**config.mk**
```make
export PLATFORM = sky130hd
export DESIGN_NAME = linear_interpolating_upsampler
export DESIGN_NICKNAME = d
export VERILOG_FILES = /design/src/rtl/core/lin_ups_pkg.sv /design/src/rtl/core/lin_ups_div.sv /design/src/rtl/core/lin_ups_front.sv /design/src/rtl/core/lin_ups_queue.sv /design/src/rtl/core/lin_ups_back.sv /design/src/rtl/core/linear_interpolating_upsampler.sv
export SDC_FILE = /design/constraint.sdc
export NUM_CORES = 1
export LEC_CHECK = 0
export ABC_AREA = 0
export BUFFER_PORTS_ARGS = -buffer_cell sky130_fd_sc_hd__buf_2
export CAP_MARGIN = 0
export CORE_UTILIZATION = 61
export CTS_CLUSTER_DIAMETER = 80
export DETAILED_ROUTE_END_ITERATION = 6
export PLACE_DENSITY = 0.88
export SLEW_MARGIN = 20
export SYNTH_ARGS = -nofsm -noshare
export SYNTH_HDL_FRONTEND = slang
export SYNTH_SLANG_ARGS = --single-unit
```
**constraint.sdc**
```tcl
create_clock -name clk -period 10.3 [get_ports clk]
set_input_delay 2.06 -clock clk [delete_from_list [all_inputs] [get_ports clk]]
set_output_delay 2.06 -clock clk [all_outputs]
set_load 0.02 [all_outputs]
```
**src/rtl/core/lin_ups_pkg.sv**
```systemverilog
// Shared types and constants for the linear interpolating upsampler.
// No dependencies; used by every module under rtl/core.
`default_nettype none
package lin_ups_pkg;

  localparam int PT_W      = 32;  // Q16.16 point width
  localparam int IN_W      = 13;  // input_count register width
  localparam int OUT_W     = 18;  // output_count register width
  localparam int CFG_W     = 18;  // widest register
  localparam int CFG_IDX_W = 1;
  localparam int K_W       = 6;   // inserts per segment
  localparam int DIV_W     = 33;  // dividend / quotient width
  localparam int DVS_W     = 13;  // divisor / remainder width
  localparam int STEP_W    = 33;

  localparam int MAX_INSERT  = 62;
  localparam int MAX_POINTS  = 4096;
  localparam int QUEUE_DEPTH = 2;

  localparam logic [IN_W-1:0]  IN_CNT_RESET  = IN_W'(2);
  localparam logic [OUT_W-1:0] OUT_CNT_RESET = OUT_W'(3);

  localparam logic [CFG_IDX_W-1:0] CFG_INPUT_COUNT  = 1'b0;
  localparam logic [CFG_IDX_W-1:0] CFG_OUTPUT_COUNT = 1'b1;

  // One segment's work, handed from the front to the back.
  typedef struct packed {
    logic                     err;
    logic                     tail;   // also emit the end point
    logic [K_W-1:0]           k;
    logic [PT_W-1:0]          a;
    logic signed [STEP_W-1:0] step;
    logic [PT_W-1:0]          point;
  } cmd_t;

  typedef struct packed {
    logic             start;
    logic [DIV_W-1:0] dividend;
    logic [DVS_W-1:0] divisor;
  } div_req_t;

  typedef struct packed {
    logic             done;
    logic [DIV_W-1:0] quot;
    logic [DVS_W-1:0] rem;
  } div_rsp_t;

endpackage
`default_nettype wire

```
**src/rtl/core/lin_ups_div.sv**
```systemverilog
// Shared restoring divider, one quotient bit per cycle.
// Depends on lin_ups_pkg.
`default_nettype none
module lin_ups_div (
  input  wire                    clk,
  input  wire                    rst,
  input  lin_ups_pkg::div_req_t  req,
  output lin_ups_pkg::div_rsp_t  rsp
);

  localparam int CNT_W = $clog2(lin_ups_pkg::DIV_W);

  logic                           run;
  logic                           done;
  logic [CNT_W-1:0]               cnt;
  logic [lin_ups_pkg::DIV_W-1:0]  dvd;
  logic [lin_ups_pkg::DIV_W-1:0]  quot;
  logic [lin_ups_pkg::DVS_W-1:0]  rem;
  logic [lin_ups_pkg::DVS_W-1:0]  dvs;

  logic [lin_ups_pkg::DVS_W:0]    part;
  logic [lin_ups_pkg::DVS_W:0]    trial;
  logic                           ge;

  assign part  = {rem, dvd[lin_ups_pkg::DIV_W-1]};
  assign trial = part - {1'b0, dvs};
  assign ge    = (part >= {1'b0, dvs});

  always_ff @(posedge clk) begin
    if (rst) begin
      run  <= 1'b0;
      done <= 1'b0;
    end else begin
      done <= 1'b0;
      if (req.start) begin
        run  <= 1'b1;
        cnt  <= '0;
        dvd  <= req.dividend;
        dvs  <= req.divisor;
        rem  <= '0;
        quot <= '0;
      end else if (run) begin
        rem  <= ge ? trial[lin_ups_pkg::DVS_W-1:0] : part[lin_ups_pkg::DVS_W-1:0];
        quot <= {quot[lin_ups_pkg::DIV_W-2:0], ge};
        dvd  <= {dvd[lin_ups_pkg::DIV_W-2:0], 1'b0};
        cnt  <= cnt + CNT_W'(1);
        if (cnt == CNT_W'(lin_ups_pkg::DIV_W - 1)) begin
          run  <= 1'b0;
          done <= 1'b1;
        end
      end
    end
  end

  assign rsp.done = done;
  assign rsp.quot = quot;
  assign rsp.rem  = rem;

endmodule
`default_nettype wire

```
**src/rtl/core/lin_ups_front.sv**
```systemverilog
// Front end: configuration registers, input acceptance, segment split and
// step computation on the shared divider. Depends on lin_ups_pkg.
`default_nettype none
module lin_ups_front (
  input  wire                                    clk,
  input  wire                                    rst,
  input  wire                                    cfg_we,
  input  wire [lin_ups_pkg::CFG_IDX_W-1:0]       cfg_index,
  input  wire [lin_ups_pkg::CFG_W-1:0]           cfg_data,
  input  wire                                    s_tvalid,
  output logic                                   s_tready,
  input  wire [lin_ups_pkg::PT_W-1:0]            s_tdata,
  output lin_ups_pkg::div_req_t                  div_req,
  input  lin_ups_pkg::div_rsp_t                  div_rsp,
  input  wire                                    q_full,
  output logic                                   q_push,
  output lin_ups_pkg::cmd_t                      q_cmd
);

  typedef enum logic [1:0] {S_CALC, S_IDLE, S_SEG} state_t;

  state_t                              state;
  logic [lin_ups_pkg::IN_W-1:0]        in_cnt;
  logic [lin_ups_pkg::OUT_W-1:0]       out_cnt;
  logic                                cfg_bad;
  logic [lin_ups_pkg::K_W-1:0]         base;
  logic [lin_ups_pkg::DVS_W-1:0]       extra;
  logic [lin_ups_pkg::PT_W-1:0]        prev;
  logic [lin_ups_pkg::IN_W-1:0]        seg_idx;
  logic                                div_go;
  logic [lin_ups_pkg::DIV_W-1:0]       mag;
  logic [lin_ups_pkg::DVS_W-1:0]       item_dvs;
  logic [lin_ups_pkg::PT_W-1:0]        pend_a;
  logic [lin_ups_pkg::PT_W-1:0]        pend_p;
  logic [lin_ups_pkg::K_W-1:0]         pend_k;
  logic                                pend_tail;
  logic                                pend_neg;

  logic                                s_acc;
  logic                                range_bad;
  logic [lin_ups_pkg::OUT_W-1:0]       added;
  logic [lin_ups_pkg::DVS_W-1:0]       segs;
  logic [lin_ups_pkg::IN_W-1:0]        seg;
  logic [lin_ups_pkg::K_W-1:0]         k;
  logic                                tail;
  logic signed [lin_ups_pkg::DIV_W-1:0] diff;
  logic [lin_ups_pkg::DIV_W-1:0]       quot_neg;

  assign s_tready = (state == S_IDLE) && !q_full;
  assign s_acc    = s_tvalid && s_tready;

  assign range_bad = (in_cnt < lin_ups_pkg::IN_W'(2)) ||
                     ({4'b0, in_cnt} > (lin_ups_pkg::IN_W + 4)'(lin_ups_pkg::MAX_POINTS)) ||
                     (out_cnt <= {5'b0, in_cnt});
  assign added = out_cnt - {5'b0, in_cnt};
  assign segs  = lin_ups_pkg::DVS_W'(in_cnt - lin_ups_pkg::IN_W'(1));

  assign seg  = seg_idx - lin_ups_pkg::IN_W'(1);
  assign k    = base + lin_ups_pkg::K_W'({lin_ups_pkg::DVS_W'(seg) < extra});
  assign tail = ({1'b0, seg_idx} + (lin_ups_pkg::IN_W + 1)'(1)) >= {1'b0, in_cnt};
  assign diff = {s_tdata[lin_ups_pkg::PT_W-1], s_tdata} - {prev[lin_ups_pkg::PT_W-1], prev};

  assign quot_neg = -div_rsp.quot;

  always_comb begin
    div_req.start = div_go;
    if (state == S_CALC) begin
      div_req.dividend = lin_ups_pkg::DIV_W'(added);
      div_req.divisor  = segs;
    end else begin
      div_req.dividend = mag;
      div_req.divisor  = item_dvs;
    end
  end

  always_comb begin
    q_push = (s_acc && cfg_bad) || ((state == S_SEG) && div_rsp.done);
    q_cmd.err   = (state != S_SEG);
    q_cmd.tail  = pend_tail;
    q_cmd.k     = pend_k;
    q_cmd.a     = pend_a;
    q_cmd.step  = pend_neg ? quot_neg : div_rsp.quot;
    q_cmd.point = pend_p;
  end

  always_ff @(posedge clk) begin
    if (rst) begin
      state   <= S_CALC;
      div_go  <= 1'b1;
      in_cnt  <= lin_ups_pkg::IN_CNT_RESET;
      out_cnt <= lin_ups_pkg::OUT_CNT_RESET;
      cfg_bad <= 1'b0;
      seg_idx <= '0;
      base    <= '0;
      extra   <= '0;
      prev    <= '0;
    end else begin
      div_go <= 1'b0;
      if (cfg_we) begin
        case (cfg_index)
          lin_ups_pkg::CFG_INPUT_COUNT:  in_cnt  <= cfg_data[lin_ups_pkg::IN_W-1:0];
          lin_ups_pkg::CFG_OUTPUT_COUNT: out_cnt <= cfg_data[lin_ups_pkg::OUT_W-1:0];
          default: ;
        endcase
        // restart the vector and re-split the segments
        seg_idx <= '0;
        state   <= S_CALC;
        div_go  <= 1'b1;
      end else begin
        case (state)
          S_CALC: begin
            // drop a done left over from a split that a write cut short
            if (div_rsp.done && !div_go) begin
              base    <= div_rsp.quot[lin_ups_pkg::K_W-1:0];
              extra   <= div_rsp.rem;
              cfg_bad <= range_bad ||
                         (div_rsp.quot > lin_ups_pkg::DIV_W'(lin_ups_pkg::MAX_INSERT)) ||
                         ((div_rsp.quot == lin_ups_pkg::DIV_W'(lin_ups_pkg::MAX_INSERT)) &&
                          (div_rsp.rem != '0));
              state   <= S_IDLE;
            end
          end
          S_IDLE: begin
            if (s_acc) begin
              if (cfg_bad) begin
                seg_idx <= '0;
              end else if (seg_idx == '0) begin
                prev    <= s_tdata;
                seg_idx <= lin_ups_pkg::IN_W'(1);
              end else begin
                pend_a    <= prev;
                pend_p    <= s_tdata;
                pend_k    <= k;
                pend_tail <= tail;
                pend_neg  <= diff[lin_ups_pkg::DIV_W-1];
                mag       <= diff[lin_ups_pkg::DIV_W-1] ? -diff : diff;
                item_dvs  <= lin_ups_pkg::DVS_W'(k) + lin_ups_pkg::DVS_W'(1);
                div_go    <= 1'b1;
                prev      <= s_tdata;
                seg_idx   <= tail ? '0 : seg_idx + lin_ups_pkg::IN_W'(1);
                state     <= S_SEG;
              end
            end
          end
          S_SEG: begin
            if (div_rsp.done) begin
              state <= S_IDLE;
            end
          end
          default: state <= S_IDLE;
        endcase
      end
    end
  end

endmodule
`default_nettype wire

```
**src/rtl/core/lin_ups_queue.sv**
```systemverilog
// Short command queue between the front and the back end.
// Depends on lin_ups_pkg.
`default_nettype none
module lin_ups_queue #(
  parameter int DEPTH = lin_ups_pkg::QUEUE_DEPTH
) (
  input  wire                clk,
  input  wire                rst,
  input  wire                push,
  input  lin_ups_pkg::cmd_t  push_cmd,
  input  wire                pop,
  output lin_ups_pkg::cmd_t  head,
  output logic               full,
  output logic               empty
);

  localparam int PW = $clog2(DEPTH);

  lin_ups_pkg::cmd_t mem [DEPTH];
  logic [PW-1:0]     wr_ptr;
  logic [PW-1:0]     rd_ptr;
  logic [PW:0]       count;

  assign full  = (count == (PW + 1)'(DEPTH));
  assign empty = (count == '0);
  assign head  = mem[rd_ptr];

  always_ff @(posedge clk) begin
    if (push) begin
      mem[wr_ptr] <= push_cmd;
    end
  end

  always_ff @(posedge clk) begin
    if (rst) begin
      wr_ptr <= '0;
      rd_ptr <= '0;
      count  <= '0;
    end else begin
      if (push) begin
        wr_ptr <= (wr_ptr == PW'(DEPTH - 1)) ? '0 : wr_ptr + PW'(1);
      end
      if (pop) begin
        rd_ptr <= (rd_ptr == PW'(DEPTH - 1)) ? '0 : rd_ptr + PW'(1);
      end
      case ({push, pop})
        2'b10:   count <= count + (PW + 1)'(1);
        2'b01:   count <= count - (PW + 1)'(1);
        default: count <= count;
      endcase
    end
  end

endmodule
`default_nettype wire

```
**src/rtl/core/lin_ups_back.sv**
```systemverilog
// Back end: walks one segment command and emits its words through the
// output register. Depends on lin_ups_pkg.
`default_nettype none
module lin_ups_back (
  input  wire                              clk,
  input  wire                              rst,
  input  lin_ups_pkg::cmd_t                head,
  input  wire                              empty,
  output logic                             pop,
  output logic                             m_tvalid,
  input  wire                              m_tready,
  output logic [lin_ups_pkg::PT_W-1:0]     m_tdata,
  output logic                             m_tlast,
  output logic                             m_tuser
);

  lin_ups_pkg::cmd_t                      cur;
  logic                                   busy;
  logic                                   tail_ph;
  logic [lin_ups_pkg::K_W-1:0]            j;
  logic signed [lin_ups_pkg::STEP_W-1:0]  acc;
  logic                                   adv;

  assign adv = !m_tvalid || m_tready;
  assign pop = !busy && !empty;

  always_ff @(posedge clk) begin
    if (rst) begin
      busy     <= 1'b0;
      m_tvalid <= 1'b0;
    end else begin
      if (pop) begin
        cur     <= head;
        busy    <= 1'b1;
        tail_ph <= 1'b0;
        j       <= '0;
        acc     <= lin_ups_pkg::STEP_W'(signed'(head.a));
      end
      if (adv) begin
        m_tvalid <= busy;
        if (busy) begin
          if (cur.err) begin
            m_tdata <= '0;
            m_tlast <= 1'b1;
            m_tuser <= 1'b1;
            busy    <= 1'b0;
          end else if (tail_ph) begin
            m_tdata <= cur.point;
            m_tlast <= 1'b1;
            m_tuser <= 1'b0;
            busy    <= 1'b0;
          end else begin
            m_tdata <= acc[lin_ups_pkg::PT_W-1:0];
            m_tlast <= (j == cur.k) && !cur.tail;
            m_tuser <= 1'b0;
            if (j == cur.k) begin
              // finish the segment, or go on to the end point
              if (cur.tail) begin
                tail_ph <= 1'b1;
              end else begin
                busy <= 1'b0;
              end
            end else begin
              j   <= j + lin_ups_pkg::K_W'(1);
              acc <= acc + cur.step;
            end
          end
        end
      end
    end
  end

endmodule
`default_nettype wire

```
**src/rtl/core/linear_interpolating_upsampler.sv**
```systemverilog
// Linear interpolating upsampler, top level.
// Instantiates lin_ups_front, lin_ups_div, lin_ups_queue and lin_ups_back.
//
// s_tvalid/s_tready/s_tdata carry one signed Q16.16 point per word;
// m_tvalid/m_tready/m_tdata carry the emitted points, m_tlast marks the last
// word caused by one point, m_tuser flags a bad configuration (then m_tdata
// is zero and every point gives exactly one word). cfg_we/cfg_index/cfg_data
// write input_count (0) or output_count (1); each write restarts the vector.
// After reset and after every register write the front re-splits the
// segments on the shared divider, and s_tready stays low until the split
// is done. The first point of a vector is taken and emits nothing. Each
// later point holds the front for a serial divide of the segment
// difference on the shared divider, then queues one command. The back
// fetches each command and emits its words, k+1 interpolated samples and
// on the final point also the end point, while the front works on the
// next point.
// A low m_tready holds the output register; the queue then fills and
// s_tready drops. Reset clears all control state and the queue.
`default_nettype none
module linear_interpolating_upsampler #(
  parameter int QUEUE_DEPTH = lin_ups_pkg::QUEUE_DEPTH
) (
  input  wire                                clk,
  input  wire                                rst,
  input  wire                                cfg_we,
  input  wire [lin_ups_pkg::CFG_IDX_W-1:0]   cfg_index,
  input  wire [lin_ups_pkg::CFG_W-1:0]       cfg_data,
  input  wire                                s_tvalid,
  output logic                               s_tready,
  input  wire [lin_ups_pkg::PT_W-1:0]        s_tdata,   // [31:0] point
  output logic                               m_tvalid,
  input  wire                                m_tready,
  output logic [lin_ups_pkg::PT_W-1:0]       m_tdata,   // [31:0] sample
  output logic                               m_tlast,
  output logic                               m_tuser    // [0] error
);

  lin_ups_pkg::div_req_t div_req;
  lin_ups_pkg::div_rsp_t div_rsp;
  lin_ups_pkg::cmd_t     q_cmd;
  lin_ups_pkg::cmd_t     q_head;
  logic                  q_push;
  logic                  q_pop;
  logic                  q_full;
  logic                  q_empty;

  lin_ups_front u_front (
    .clk       (clk),
    .rst       (rst),
    .cfg_we    (cfg_we),
    .cfg_index (cfg_index),
    .cfg_data  (cfg_data),
    .s_tvalid  (s_tvalid),
    .s_tready  (s_tready),
    .s_tdata   (s_tdata),
    .div_req   (div_req),
    .div_rsp   (div_rsp),
    .q_full    (q_full),
    .q_push    (q_push),
    .q_cmd     (q_cmd)
  );

  lin_ups_div u_div (
    .clk (clk),
    .rst (rst),
    .req (div_req),
    .rsp (div_rsp)
  );

  lin_ups_queue #(
    .DEPTH (QUEUE_DEPTH)
  ) u_queue (
    .clk      (clk),
    .rst      (rst),
    .push     (q_push),
    .push_cmd (q_cmd),
    .pop      (q_pop),
    .head     (q_head),
    .full     (q_full),
    .empty    (q_empty)
  );

  lin_ups_back u_back (
    .clk      (clk),
    .rst      (rst),
    .head     (q_head),
    .empty    (q_empty),
    .pop      (q_pop),
    .m_tvalid (m_tvalid),
    .m_tready (m_tready),
    .m_tdata  (m_tdata),
    .m_tlast  (m_tlast),
    .m_tuser  (m_tuser)
  );

endmodule
`default_nettype wire

```
# ---- Word level (Yosys, flattened, before mapping)
# Memories as Yosys holds them, arrays and structs flattened. A register that Yosys moved wholly into a read port is not among the register bits.
# Cells that the tools add are included.
# Widths: inputs -> output; s select.
dict set report word_totals {
  ff_bits 470
  latchBits 0
  mem_bits_rw 210
  romBits 0
  in_bits 56
  out_inout_bits 36
  wordCells 187
  mem_count 1
}
# memory words word_bits rd rd_clocked_by_memory_dff wr line_no
set memory_table {}
lappend memory_table {u_queue.mem 2 105 1 1 1 lin_ups_queue.sv:19} ;# lin_ups_pkg::cmd_t mem [DEPTH];
dict set report classes {
  addsub 18
  n_mul 0
  n_div 0
  order_cmp 7
  n_eq_ne 14
  shifts 0
  muxes 61
  bitwise_logic 6
  reduce_logical 40
}
# operator n
set ops {}
lappend ops {{$mux 33} 10}
lappend ops {{$neg 33->33} 2}
lappend ops {{$mux 13} 5}
lappend ops {{$mux 32} 2}
lappend ops {{$mux 46} 1}
lappend ops {{$mux 6} 7}
lappend ops {{$add 33x33->33} 1}
lappend ops {{$eq 33x6->1 const B} 1}
lappend ops {{$gt 33x6->1 const B} 1}
lappend ops {{$sub 32x32->33} 1}
lappend ops {{$mux 1} 29}
lappend ops {{$ge 14x13->1} 2}
lappend ops {{$sub 13x1->13 const B} 2}
lappend ops {{$le 18x13->1} 1}
lappend ops {{$sub 18x13->18} 1}
lappend ops {{$add 13x1->14 const B} 1}
lappend ops {{$add 13x1->13 const B} 1}
lappend ops {{$gt 13x13->1 const B} 1}
lappend ops {{$logic_not 13->1} 1}
lappend ops {{$lt 13x13->1} 1}
lappend ops {{$lt 13x2->1 const B} 1}
lappend ops {{$reduce_bool 13->1} 1}
lappend ops {{$sub 13x13->13} 1}
lappend ops {{$add 6x1->6 const B} 2}
lappend ops {{27 further kinds} 70}

# ---- Longest topological paths before layout
dict set report logic_depth {
  ltp_word 10
  ltp_mapped 21
  ltp_nobuf 21
}

# ---- Modules after synthesis
# From an unflattened synthesis, not the netlist that was laid out.
dict set report hier_totals {
  hier_cells 2817
  hier_area_um2 32980.4
}
# mod n_inst cells_per_inst area_each_um2 seq_area_each_um2
set modules_own_cells {}
lappend modules_own_cells {lin_ups_front 1 1473 12964.9 5345.1}
lappend modules_own_cells {lin_ups_queue 1 349 7791.2 6406.1}
lappend modules_own_cells {lin_ups_back 1 666 7536.0 4394.2}
lappend modules_own_cells {lin_ups_div 1 329 4688.2 2982.9}

# ---- Least setup slack after synthesis
# OpenSTA, ideal clock, no wires.
dict set report synth_path {
  kind {input-to-reg}
  from {input port cfg_we}
  to {register u_front.item_dvs[0] (netlist name) (enable)}
  setup_time_ps 584
  arrival_time_ps 7169
  required_ps 9716
  slack_ps 2547
  stages 3
  path_buffers 1
  path_cell_list {or2_2 -> clkbuf_1 -> nor2_1}
}
dict set report synth_between {
  elab_chain_cells 2
}
# item line_no
set synth_lines {}
lappend synth_lines {{from (decl)} linear_interpolating_upsampler.sv:25} ;# input wire cfg_we,
lappend synth_lines {{$not 1->1 (no line)} -}
lappend synth_lines {{$reduce_and 6->1 (no line)} -}
lappend synth_lines {{to (signal assigned)} lin_ups_front.sv:137} ;# item_dvs <= lin_ups_pkg::DVS_W'(k) + lin_ups_pkg::DVS_W'(1);
lappend synth_lines {{to (decl)} lin_ups_front.sv:32} ;# logic [lin_ups_pkg::DVS_W-1:0] item_dvs;
# No other way between the ends.
# A chain may end at the register's enable or synchronous reset.

# ---- Final worst setup path
dict set report layout_path {
  from {input port s_tdata[0] (netlist name)}
  to {register u_front.mag[8] (netlist name) (data pin)}
}
dict set report layout_between {
  elab_chain_cells 3
}
# item line_no
set layout_lines {}
lappend layout_lines {{from (decl)} linear_interpolating_upsampler.sv:30} ;# input wire [lin_ups_pkg::PT_W-1:0] s_tdata,
lappend layout_lines {{$sub 32x32->33 (*)} lin_ups_front.sv:61} ;# assign diff = {s_tdata[lin_ups_pkg::PT_W-1], s_tdata} - {prev[lin_ups_pkg::PT_W-1], prev};
lappend layout_lines {{$neg 33->33} lin_ups_front.sv:136} ;# mag <= diff[lin_ups_pkg::DIV_W-1] ? -diff : diff;
lappend layout_lines {{$mux 32 (*)} lin_ups_front.sv:136}
lappend layout_lines {{to (signal assigned)} lin_ups_front.sv:136}
lappend layout_lines {{to (decl)} lin_ups_front.sv:31} ;# logic [lin_ups_pkg::DIV_W-1:0] mag;
# Every way passes the cells marked *; elsewhere a longest branch is shown, timed or not.

==> flow_metrics.py <==
metrics = {
    "die": {
        "dieArea_mm2": 0.0535,
        "start_util_pct": 62.1,
        "io-pin-count": 92,
        "placementRows": 83,
        "coreArea_mm2": 0.0516,
        "die_h_um": 231,
        "fp.dieW_um": 231,
    },
    "global_routing": {
        "antenna_found_initial": 8,
        "grt_first_pass_wirelength_um": 119000,
        "grt_use_total_pct": 28.7,
        "grt_overflow": 0,
        "grt_pass1_vias": 21500,
        "grt_start_max_net_pins": 73,
    },
    "clocking": {
        "post_cts_resized": 0,
        "cts.sinks": 671,
        "cts_hold_buf": 0,
        "postCtsSetupRepairBufs": 0,
        "cts-root-buf": "clkbuf_16",
        "clock_latency_ns": 0.61,
        "numCtsBuffers": 71,
        "cts_max_level": 3,
        "cts_tree": "built",
        "cts_buffer_depth": 3,
        "clk_pin_slew_ns": 0.06,
    },
    "logic_synthesis": {
        "synth-compound-area-share_pct": 11.1,
        "ys_ff_latch": 671,
        "synth_top_family_by_area": "simple AND/OR/NAND/NOR gates",
        "yosysMostFrequentCell": "edfxtp_1",
        "synth_common_cells": "563 x edfxtp_1, 316 x nand2_1, 186 x a21oi_1",
        "synth.yosys.seq_area_share_pct": 59.5,
        "synth_flop_cell": "edfxtp_1",
        "ys_warn_count": 0,
        "synth_edf_count": 563,
        "avgSynthCellArea_um2": 11.8,
        "yosys.area_share.simple_pct": 11.8,
        "synth_top_cell_by_area": "edfxtp_1",
        "synth_cell_type_count": 101,
        "postSynth.asyncResetShare_pct": 0,
        "synth-adder-area-share_pct": 5.21,
        "synth_top_area_share_pct": 52.8,
        "netlist_area_mm2": 0.0320,
        "netlist_top_cells_area": "edfxtp_1 53%, dfxtp_1 6.7%, ha_1 5.0%",
        "synth_nets": 2895,
        "synth_xor_xnor_area_share_pct": 4.43,
        "synth.area.mux_share_pct": 5.03,
        "syn_inst": 2708,
    },
    "run_status": {
        "status": "completed",
    },
    "worst_setup_path": {
        "path_class": "in2reg",
        "cp_top_family": "compound AO/OA/AOI/OAI gates",
        "worst_setup_path_end_kind": "register",
        "max_stage_delay_ns": 0.54,
        "cp.required_ns": 10.64,
        "cp_common_cell": "inv_1",
        "cp-start-kind": "input port",
        "worstPathArrival_ns": 5.56,
        "path_buf_inv": 4,
        "critical_path.cell_chain": "buf_2, inv_1, ha_1, inv_1, fa_1, a211oi_2, o21ai_2, nand4_1, a21oi_2, o21ai_1, a21boi_1, o311a_1, o31a_1, inv_2, o21ai_0, xnor2_1",
        "cpMaxStageDelayCell": "o31a_1",
        "critPathMaxFanout": 21,
    },
    "pwr": {
        "p_sw_share_pct": 22.9,
        "ir_worst_vdd_v": 0.000120,
        "switching_power_mw": 1.37,
        "power.internal_mw": 4.61,
        "power_frac_clock_pct": 41.6,
        "pwr-share-seq_pct": 50.6,
        "combPwrFrac_pct": 7.8,
        "p_per_area_mw_per_mm2": 169,
        "finalPower_mw": 5.99,
        "p_leak_nw": 12.6,
    },
    "detailed_routing": {
        "vias": 22000,
        "ant_nets": 0,
        "drt-total-wl_um": 76700,
        "drc": 0,
        "routed_via_density": 6.24,
        "drt_pass1_iterations": 6,
        "drt_iter0_markers": 2247,
        "avgRoutedWirePerCell_um": 21.8,
    },
    "sta": {
        "timing.final.crit_share_pct": 50.7,
        "tightestPinTransition_ns": 1.09,
        "final.setup.tns_ns": 0,
        "slew_headroom_pct": 27.3,
        "setup_ws_ns": 5.08,
        "fin_skew_ns": 0.0140,
        "drv_slew": 0,
        "setup_viol": 0,
        "hold_viol": 0,
        "max_freq_ghz": 0.192,
        "finalCriticalPeriod_ns": 5.22,
        "rsz0062_at_grt": "false",
    },
    "min_path": {
        "hp-class": "reg2reg",
    },
    "final_layout": {
        "final_cells": 3525,
        "nNetsFinal": 2972,
        "layout-drive-gt1-share_pct": 12.2,
        "nFillCells": 3448,
        "area.growth.synth_to_final_pct": 10.5,
    },
    "placed_design": {
        "io_buffers": 91,
        "place_congestion": 0.899,
        "hpwl_um": 51900,
        "dp.cells": 3391,
        "place_ws_ns": 4.53,
    },
    "run": {
        "drv_cap": 0,
    },
}
cell usage in the layout (no fill, tap or decap), types with 13 or more instances in the layout:
| cell | count |
|---|---|
| o21ai_0 | 113 |
| nand4_1 | 21 |
| nand3_1 | 54 |
| nor3_1 | 41 |
| clkbuf_16 | 73 |
| o211ai_1 | 35 |
| a21oi_1 | 186 |
| mux2_2 | 72 |
| or3_1 | 18 |
| a31oi_1 | 18 |
| dfxtp_1 | 106 |
| buf_4 | 22 |
| clkbuf_1 | 14 |
| edfxtp_1 | 563 |
| o21a_1 | 21 |
| buf_2 | 90 |
| nand2b_1 | 26 |
| o31ai_1 | 18 |
| mux2i_1 | 80 |
| xor2_1 | 53 |
| nor2_1 | 153 |
| clkinv_1 | 13 |
| o2bb2ai_1 | 17 |
| and3_1 | 22 |
| a21o_1 | 33 |
| nor4_1 | 18 |
| xnor2_1 | 109 |
| ha_1 | 127 |
| nand2_1 | 316 |
| inv_1 | 129 |
| nor2b_1 | 47 |
| a211oi_1 | 13 |
registers in the layout (all words and copies together) (netlist names), 2 cells and up, named ones only:
| signal | cells |
|---|---|
| u_back.acc | 32 |
| u_div.dvd | 33 |
| u_front.pend_k | 6 |
| u_back.j | 6 |
| u_div.cnt | 6 |
| u_front.pend_a | 32 |
| u_back.cur | 72 |
| u_front.state | 2 |
| u_front.pend_p | 32 |
| u_front.seg_idx | 13 |
| u_div.quot | 33 |
| u_front.in_cnt | 13 |
| u_queue.count | 2 |
| u_queue.mem | 208 |
| u_front.extra | 13 |
| u_front.mag | 33 |
| u_back.m_tdata | 32 |
| u_front.out_cnt | 18 |
| u_front.base | 6 |
| u_div.dvs | 13 |
| u_front.item_dvs | 7 |
| u_div.rem | 13 |
| u_front.prev | 32 |
metrics by stage:
step	utilization (%)	cell area, um^2	hold WS (ns)
after floorplan	-	32000	0.421
after CTS	68.6	35400	0.452
after global routing	68.6	35400	0.463
after global placement	64.2	33100	0.426
final	68.6	35400	0.449
after detailed placement	64.2	33100	0.441
power groups by stage:
stage	Clock [mW]	Combinational, mW	Sequential (mW)
after floorplan	0	0.345	3.07
after global placement	0	0.438	3.08
after detailed placement	0	0.457	3.08
after CTS	2.51	0.462	3.03
after global routing	2.60	0.514	3.03
final	2.49	0.468	3.03
cell families (layout without fill, tap and decap cells):
family	after synthesis	after routing
and+or+nand+nor	792	792
DFF	671	671
AOI/OAI and AO/OA	559	559
buffers and inverters	241	374
xor gates and xnor gates	162	162
muxes	152	152
adders and majority gates	131	131
other	0	4
final timing paths:
path,cells past startpoint,slack (ns),from,end
setup reg to reg,15,5.92,u_front.seg_idx[2],u_front.item_dvs[5]
hold / removal,0,0.45,u_front.pend_p[30],u_queue.mem[0][30]
hold reg to reg,0,0.45,u_front.pend_p[30],u_queue.mem[0][30]
setup / recovery,16,5.08,s_tdata[0],u_front.mag[8]
layout make-up:
type / instances / area (um^2) / area share, %
Sequential cell: 671 / 19100 / 53.9
Multi-Input combinational cell: 1796 / 12100 / 34.2
Clock buffer: 91 / 1900 / 5.37
Tap cell: 680 / 851 / 2.40
Timing Repair Buffer: 113 / 631 / 1.78
Inverter: 132 / 495 / 1.40
Clock inverter: 38 / 347 / 0.979
Antenna cell: 4 / 10.0 / 0.0283
metal layers:
layer / share of wire (%) / global-route usage [%] / wire [um] / vias up
met2: 49 / 47.9 / 37200 / 980
met4: 3.4 / 10.8 / 2630 / 10
met3: 7.9 / 4.81 / 6030 / 191
li1: - / - / - / 10100
met1: 40 / 37.9 / 30800 / 10700
met5: 0.10 / 0 / 79 / -
worst reg2reg max path: cells and delay by family (launching register included):
family	cells	cell delay [ns]
compound gates	3	0.47
simple gates	6	1.88
flops	1	0.41
fa+ha+maj	3	0.75
xor+xnor	3	0.62
Note: power is estimated with default switching activity, not from simulation.
